<file path="src/hw/rtl/atqe_pkg.sv">
`default_nettype none
package atqe_pkg;
    localparam int unsigned QueueDepthDef = 16;
    localparam int unsigned NumTopicsDef  = 4;

    localparam logic [1:0] ActPublish = 2'd0;
    localparam logic [1:0] ActGet     = 2'd1;
    localparam logic [1:0] ActClean   = 2'd2;
    localparam logic [1:0] ActNone    = 2'd3;

    localparam logic [1:0] StFail = 2'd0;
    localparam logic [1:0] StOk   = 2'd1;
    localparam logic [1:0] StSkip = 2'd2;

    typedef enum logic [2:0] {
        CMD_NONE,
        CMD_LOAD,
        CMD_READ,
        CMD_WRITE,
        CMD_POP,
        CMD_OUT_ENTRY,
        CMD_OUT_ZERO,
        CMD_OUT_CLEAN
    } t_cmd;

    typedef struct packed {
        t_cmd       cmd;
        logic [1:0] status;
        logic       read_next;
        logic       step;
    } t_ctl;

    typedef struct packed {
        logic bad;
        logic empty;
        logic full;
        logic last_zero;
        logic match;
        logic at_end;
        logic older;
        logic aged;
    } t_sts;
endpackage
`default_nettype wire

</file>
<file path="src/hw/rtl/atqe_ctrl.sv">
`default_nettype none
module atqe_ctrl
    import atqe_pkg::*;
(
    input  wire logic       i_clk,
    input  wire logic       i_rst_n,
    input  wire logic       i_start,
    input  wire logic [1:0] i_action,
    input  wire t_sts       i_sts,
    output logic            o_busy,
    output logic            o_skip,
    output t_ctl            o_ctl
);
    typedef enum logic [2:0] {S_IDLE, S_DEC, S_GRD, S_GCHK, S_CRD, S_CCHK, S_OUT} t_state;

    t_state     r_state;
    logic [1:0] r_act;

    assign o_busy = (r_state != S_IDLE);

    always_comb begin
        o_ctl = '{cmd: CMD_NONE, status: StFail, read_next: 1'b0, step: 1'b0};
        unique case (r_state)
            S_IDLE: if (i_start) o_ctl.cmd = CMD_LOAD;
            S_DEC: begin
                if (i_sts.bad) o_ctl.cmd = CMD_OUT_ZERO;
                else if (r_act == ActPublish) begin
                    if (i_sts.full) o_ctl.cmd = CMD_OUT_ZERO;
                    else o_ctl.cmd = CMD_WRITE;
                end else if (r_act == ActGet) begin
                    if (i_sts.empty || i_sts.last_zero) o_ctl.cmd = CMD_OUT_ZERO;
                    else o_ctl.cmd = CMD_READ;
                end else begin
                    if (i_sts.empty) o_ctl.cmd = CMD_OUT_ZERO;
                    else o_ctl.cmd = CMD_READ;
                end
            end
            S_GCHK: begin
                if (i_sts.match) begin
                    if (i_sts.at_end) o_ctl.cmd = CMD_OUT_ZERO;
                    else begin
                        o_ctl.cmd = CMD_READ;
                        o_ctl.read_next = 1'b1;
                    end
                end else if (i_sts.at_end) begin
                    if (i_sts.older) begin
                        o_ctl.cmd = CMD_READ;
                        o_ctl.read_next = 1'b1;
                    end else o_ctl.cmd = CMD_OUT_ZERO;
                end else begin
                    o_ctl.cmd = CMD_READ;
                    o_ctl.step = 1'b1;
                end
            end
            S_CCHK: begin
                if (i_sts.aged && !i_sts.empty) o_ctl.cmd = CMD_POP;
                else o_ctl.cmd = CMD_OUT_CLEAN;
            end
            S_OUT: o_ctl.cmd = CMD_OUT_ENTRY;
            default: o_ctl.cmd = CMD_NONE;
        endcase
    end

    logic r_fin;
    logic r_skip;

    assign o_skip = r_skip;

    always_ff @(posedge i_clk) begin
        if (!i_rst_n) begin
            r_state <= S_IDLE;
            r_act   <= ActPublish;
            r_fin   <= 1'b0;
            r_skip  <= 1'b0;
        end else begin
            unique case (r_state)
                S_IDLE: if (i_start) begin
                    r_act   <= i_action;
                    r_state <= S_DEC;
                end
                S_DEC: begin
                    r_skip <= 1'b0;
                    r_fin  <= 1'b0;
                    priority case (o_ctl.cmd)
                        CMD_WRITE: r_state <= S_IDLE;
                        CMD_READ:  r_state <= (r_act == ActGet) ? S_GRD : S_CRD;
                        default:   r_state <= S_IDLE;
                    endcase
                end
                S_GRD: r_state <= r_fin ? S_OUT : S_GCHK;
                S_GCHK: begin
                    if (o_ctl.cmd == CMD_OUT_ZERO) r_state <= S_IDLE;
                    else begin
                        if (o_ctl.read_next) begin
                            r_fin  <= 1'b1;
                            r_skip <= !i_sts.match;
                        end
                        r_state <= S_GRD;
                    end
                end
                S_CRD: r_state <= S_CCHK;
                S_CCHK: r_state <= (o_ctl.cmd == CMD_POP) ? S_CRD : S_IDLE;
                S_OUT: r_state <= S_IDLE;
                default: r_state <= S_IDLE;
            endcase
        end
    end
endmodule
`default_nettype wire

</file>
<file path="config.mk">
export PLATFORM = sky130hd
export DESIGN_NAME = atqe_ctrl
export DESIGN_NICKNAME = d
export VERILOG_FILES = /design/src/hw/rtl/atqe_pkg.sv /design/src/hw/rtl/atqe_ctrl.sv
export SDC_FILE = /design/constraint.sdc
export NUM_CORES = 1
export LEC_CHECK = 0
export ABC_AREA = 0
export BUFFER_PORTS_ARGS = -buffer_cell sky130_fd_sc_hd__buf_4
export CAP_MARGIN = 30
export CORE_AREA = 2 2 39 41
export DETAILED_ROUTE_END_ITERATION = 8
export DIE_AREA = 0 0 41 43
export GPL_ROUTABILITY_DRIVEN = 0
export GPL_TIMING_DRIVEN = 0
export PLACE_DENSITY = 0.75
export SLEW_MARGIN = 20
export SYNTH_ARGS = -nofsm -noshare
export SYNTH_HDL_FRONTEND = slang
export SYNTH_SLANG_ARGS = --single-unit
</file>
<file path="constraint.sdc">
create_clock -name i_clk -period 5.53 [get_ports i_clk]
set_clock_uncertainty 0.15 [all_clocks]
set_input_delay 1.659 -clock i_clk [delete_from_list [all_inputs] [get_ports i_clk]]
set_output_delay 1.659 -clock i_clk [all_outputs]
set_load 0.05 [all_outputs]
</file>
Word level (Yosys, flattened, before mapping)
Cells that the tools add are included.
W data, S select, Z words.
{ "word_totals": {"register_bits": 7, "inputBits": 13, "out_inout_bits": 9, "elab_cells": 59} }
{ "classes": {"n_eq_ne": 13, "mux": 32, "n_reduce_logical": 10} }
{ "op_table": {"columns": ["operator", "count"], "rows": [
  ["$mux W3", 15],
  ["$pmux W3 S6", 1],
  ["$eq A3 B3 Y1 const B", 5],
  ["$pmux W3 S5", 1],
  ["$mux W1", 10],
  ["$eq A3 B2 Y1 const B", 3],
  ["$mux W2", 3],
  ["$ne A2 B2 Y1 const B", 3],
  ["$pmux W1 S2", 2],
  ["$eq A3 B1 Y1 const B", 1],
  ["$logic_not A3 Y1", 1],
  ["$reduce_and A3 Y1", 1],
  ["$reduce_bool A3 Y1", 1],
  ["$eq A2 B1 Y1 const B", 1],
  ["$logic_not A1 Y1", 2],
  ["$logic_not A2 Y1", 1],
  ["$reduce_and A2 Y1", 1],
  ["$reduce_bool A2 Y1", 1],
  ["$logic_and A1 B1 Y1", 1],
  ["$logic_or A1 B1 Y1", 1]
]} }

Logic depth before layout (Yosys ltp)
Gate-level depths: netlist of run 1.
{ "logic_depth": {"word_depth": 9, "depth_mapped": 5, "mapped_depth_nobuf": 4} }

Worst setup path before layout of run 1
No wires, ideal clock.
{ "synth_path": {"kind": "input to output", "from": "input port i_sts[5] (netlist bit)", "to": "output port o_ctl[4] (netlist bit)", "arrival_time_ns": 3.397, "required_ns": 3.721, "path_slack_ns": 0.324, "stages": 3, "n_path_buf": 0, "path_cell_list": "or3_1 > o31a_1 > o31ai_1"} }
{ "synth_rtl": {"columns": ["element", "line", "source"], "rows": [
  ["from (decl)", "atqe_ctrl.sv:9", "input wire t_sts i_sts,"],
  ["to (decl)", "atqe_ctrl.sv:12", "output t_ctl o_ctl"]
]} }

==> results of run 1 <==
==> cells by family after synthesis <==
group,share of synthesized area [%]
AND/OR/NAND/NOR,34.5
AO/OA/AOI/OAI,19.8
flip-flops,27.0
buffers and inverters,8.43
multiplexers,9.64
other,0.722
==> stage by stage <==
| stage | power [µW] | utilization (%) | instances |
|---|---|---|---|
| global placement | 96.2 | 49.5 | 101 |
| finish | 144 | 51.5 | 105 |
| global route | 152 | 51.5 | 105 |
| floorplan | 82.3 | - | 66 |
| CTS | 147 | 51.5 | 105 |
| detailed placement | 96.7 | 49.5 | 101 |
==> worst register-to-register path: stages (launching register included) <==
cell and delay [ps]:
dfxtp_1 320, buf_6 130, or4b_4 460, nand3b_4 170, a211oi_2 200
==> registers in the layout, indices dropped and copies added (netlist names) <==
signal   flops
r_state      3
r_act        2
r_fin        1
o_skip       1
==> worst paths after layout <==
check	slack, ps	cells after the start	to	from
worst max-delay path	950	5	o_ctl[4]	i_sts[5]
worst min-delay path	330	2	o_skip	o_skip
worst max register to register	4030	4	r_state[1]	r_state[0]
worst min register to register	330	2	o_skip	o_skip
==> final cells by class <==
type | count | area (µm²) | area share, %
Clock buffer | 3 | 22.5 | 3.16
Timing Repair Buffer | 19 | 143 | 20.0
Tap cell | 16 | 20.0 | 2.81
Clock inverter | 1 | 5.00 | 0.702
Buffer | 5 | 36.3 | 5.09
Inverter | 2 | 7.51 | 1.05
Sequential cell | 7 | 140 | 19.6
Multi-Input combinational cell | 52 | 339 | 47.5
==> report_power, final <==
group | switching (µW) | total [µW] | internal [µW]
Sequential | 0.984 | 53.1 | 52.1
Clock | 22.1 | 48.7 | 26.6
Combinational | 24.5 | 42.3 | 17.8
==> layout by cell type (no fill, tap or decap), types with 2 or more instances in the layout <==
cell type,synthesis,final
nand2_1,7,7
nor2_1,6,6
nand3_1,2,2
conb_1,1,2
o21ai_0,4,4
mux2i_1,5,5
inv_1,2,2
dfxtp_1,7,7
a21oi_1,4,4
nor2b_1,3,3
buf_2,2,2
nand2b_1,2,2
buf_4,2,21
clkbuf_4,0,3
==> layer usage <==
| layer | wire, µm | vias up |
|---|---|---|
| li1 | - | 273 |
| met2 | 557 | 27 |
| met5 | 0 | - |
| met1 | 467 | 230 |
| met4 | 56 | 0 |
| met3 | 86 | 7 |
==> out/results.ini, run 1 <==
[run_status]
status=complete, no violations

[route]
finalWirelength_um=1170
drc_errors=0
antenna_left=0
drtPass1Iterations=4
via_per_inst=5.11
route.vias.total=537
wl_per_cell_um=11.1
drtIter0Drc=6

[worst_setup_path]
cp_max_fo=2
critPathKind=in -> out
cpLargestDelayFamily=compound AO/OA/AOI/OAI gates
path_buf_inv=2
startpoint_type=input port
critPathMaxStageDelay_ps=320
cpMostUsedCell=buf_4
endpoint_kind=primary output
crit_arrival_ps=2770
crit_slowest_cell=or3_1
crit_chain=buf_4, or3_1, o31a_1, o31ai_1, buf_4
cp.required_ps=3720

[place]
io_buffers=19
place_area_um2=686
place_worst_setup_slack_ps=940

[yosys]
yosysTopAreaCellShare_pct=27.0
ys_ff_latch=7
syn_inst=65
ys_seq_area_share_pct=27.0
yosys-top-cells-count=dfxtp_1, nand2_1, nor2_1, mux2i_1
yosysWarningCount=0
synthFlopType=dfxtp_1
syn_avg_cell_area_um2=7.99
synth_top_area_cell=dfxtp_1
syn_area_um2=519
ys_types=31
async_flop_share_pct=0
synth_edf_count=0
synthTopCellsByArea=dfxtp_1, mux2i_1, nand2_1

[layout]
drive_above_1_share_pct=36.0
fin_area_um2=713
nNetsFinal=103
area_growth_pct=37.3
n_antenna_cell=0
n_fill_cell=149

[sta]
rsz0062_at_grt=no
fin_tns_setup_ps=0
hold_ws_ps=327
hold_viol=0
setup_viol_count_final=0
period_share_pct=82.8
final.setup.worst_slack_ps=954
period_needed_ps=4580
maxSlewViolCount=0
fmax_ghz=0.219

[floorplan]
dieArea_um2=1760
rows=14
die_width_um=41
start_util_pct=37.5
pin_count=22
die_h_um=43
coreArea_um2=1380

[power]
vdd_drop_max_v=0.000128
powerDensity_nw_per_um2=202
power_leakage_uw=0.000349

[clock_tree]
cts-root-buf=clkbuf_4
clk_pin_slew_ps=60
htree_levels=1
cts_hold_buf=0
cts_tree=yes
clock_path_buffers=2
cts_setup_buffers=0
cts_resized=0
numCtsBuffers=3
cts.sinks=7
clock_latency_ps=260

[flow_run]
drv_cap=0

[global_route]
grt_max_degree=11
met1_usage_pct=18.9
grt_overflow=0
grtUsageTotal_pct=16.2
first_global_vias=489
antenna_found_initial=0
use_met3_pct=3.66
use_met2_pct=23.8
top_usage_layer=met2
grt_pass1_wl_um=1910

[min_path]
hold_path.class=reg -> reg

Power figures use the tool's default switching activity.
==> run 2, diff against run 1 <==
--- a/config.mk
+++ b/config.mk
@@ -8,12 +8,11 @@
 export ABC_AREA = 0
 export BUFFER_PORTS_ARGS = -buffer_cell sky130_fd_sc_hd__buf_4
 export CAP_MARGIN = 30
-export CORE_AREA = 2 2 39 41
+export CORE_UTILIZATION = 40
 export DETAILED_ROUTE_END_ITERATION = 8
-export DIE_AREA = 0 0 41 43
 export GPL_ROUTABILITY_DRIVEN = 0
 export GPL_TIMING_DRIVEN = 0
-export PLACE_DENSITY = 0.75
+export PLACE_DENSITY = 0.79
 export SLEW_MARGIN = 20
 export SYNTH_ARGS = -nofsm -noshare
 export SYNTH_HDL_FRONTEND = slang
==> constraint.sdc (replaced) <==
create_clock -name i_clk -period 4.1 [get_ports i_clk]
set_clock_uncertainty 0.15 [all_clocks]
set_input_delay 1.23 -clock i_clk [delete_from_list [all_inputs] [get_ports i_clk]]
set_output_delay 1.23 -clock i_clk [all_outputs]
set_load 0.05 [all_outputs]
==> out/results.ini, run 2 (same netlist as run 1, synthesis figures left out) <==
[global_route]
grt_pass1_wl_um=2060
first_global_vias=483
antenna_found_initial=0
grtUsageTotal_pct=20.5
grt_max_degree=11
grt_overflow=0

[power]
switching_share_pct=31.0
power_leakage_uw=0.000351
pwr-share-comb_pct=30.6
internal_power_uw=132
powerDensity_nw_per_um2=266
seqPwrFrac_pct=37.6
vdd_drop_max_v=0.000200
clockPowerShare_pct=31.7
p_switching_uw=59.3

[route]
drc_errors=0
via_per_inst=5.10
drtIter0Drc=5
route.vias.total=525
finalWirelength_um=1280
antenna_left=0
drtPass1Iterations=4
wl_per_cell_um=12.4

[clock_tree]
cts-root-buf=clkbuf_4
numCtsBuffers=3
cts_resized=0
htree_levels=1
clock_path_buffers=2
clk_pin_slew_ps=50
cts_hold_buf=0
clock_latency_ps=250
cts_setup_buffers=0
cts_tree=yes
cts.sinks=7

[layout]
final_common_cell=buf_4
n_fill_cell=112
area_growth_pct=38.6
n_antenna_cell=0
largest-register=r_state
nNetsFinal=103
drive_above_1_share_pct=37.1
layout_common_cells=buf_4, nand2_1, dfxtp_1
top_regs=r_state x3, r_act x2
largest_reg_flops=3
final_cells=103

[sta]
rsz0062_at_grt=no
setup_viol_count_final=0
period_share_pct=90.6
maxSlewViolCount=0
fmax_ghz=0.269
period_needed_ps=3720
hold_viol=0
fin_tns_setup_ps=0

[floorplan]
coreArea_um2=1160
rows=12
start_util_pct=44.9
die_width_um=38.0
dieArea_um2=1450
die_h_um=38.0
pin_count=22

[worst_setup_path]
endpoint_kind=primary output
reg2reg_slack_ps=2550
crit_arrival_ps=2340
cp_max_fo=2
cp.required_ps=2720
startpoint_type=input port
critPathKind=in -> out

[min_path]
hold_path.class=reg -> reg

[place]
dpl.hpwl_um=1020
io_buffers=19
dp.cells=99

[flow_run]
drv_cap=0

[run_status]
status=complete, no violations

-- run 2: cell count changes in the layout (fill, tap and decap cells not counted) --
cell	delta
a211oi_1	-1
clkbuf_1	+1
a211oi_2	+1
clkinv_2	-1
o31ai_2	+1
o31ai_1	-1
-- run 2: through the flow --
step / setup WS [ps] / hold WS [ps] / utilization, % / instance area, µm² / power, µW
2_1_floorplan: 176 / 339 / - / 533 / 112
3_3_place_gp: 420 / 313 / 60.0 / 693 / 130
3_5_place_dp: 381 / 317 / 60.0 / 693 / 132
4_1_cts: 379 / 329 / 62.2 / 719 / 194
5_1_grt: 331 / 349 / 62.2 / 719 / 202
6_report: 385 / 326 / 62.2 / 719 / 191
-- run 2: cell type report --
| cell class | instances | area, µm² | area share (%) |
|---|---|---|---|
| Buffer | 5 | 36.3 | 5.04 |
| Clock buffer | 4 | 26.3 | 3.65 |
| Inverter | 2 | 7.51 | 1.04 |
| Multi-Input combinational cell | 52 | 349 | 48.5 |
| Sequential cell | 7 | 140 | 19.5 |
| Tap cell | 14 | 17.5 | 2.43 |
| Timing Repair Buffer | 19 | 143 | 19.8 |
-- run 2: worst paths after layout --
kind | from | cells after the start | to
worst max-delay path | i_sts[5] | 5 | o_ctl[4]
worst min-delay path | o_skip | 2 | o_skip
worst max register to register | r_state[0] | 4 | r_state[1]
worst min register to register | o_skip | 2 | o_skip
-- run 2: power by group through the flow --
| stage | combinational, µW | clock, µW | sequential (µW) |
|---|---|---|---|
| finish | 58.6 | 60.7 | 72.0 |
| floorplan | 39.2 | 0 | 72.8 |
| CTS | 58.6 | 63.6 | 71.9 |
| global route | 62.8 | 67.1 | 72.2 |
| global placement | 57.2 | 0 | 73.1 |
| detailed placement | 58.5 | 0 | 73.3 |
-- run 2: worst max-delay path: stages --
cell,delay [ps]
buf_4,110
or3_1,320
o31a_1,260
o31ai_2,190
buf_4,230
-- run 2: per-layer routing --
| metal | up-vias | part of all wire, % | track usage [%] |
|---|---|---|---|
| met4 | 0 | 2.0 | 13.4 |
| li1 | 274 | - | - |
| met2 | 18 | 49 | 36.4 |
| met3 | 4 | 4.1 | 1.74 |
| met5 | - | 0 | 0 |
| met1 | 229 | 45 | 22.9 |
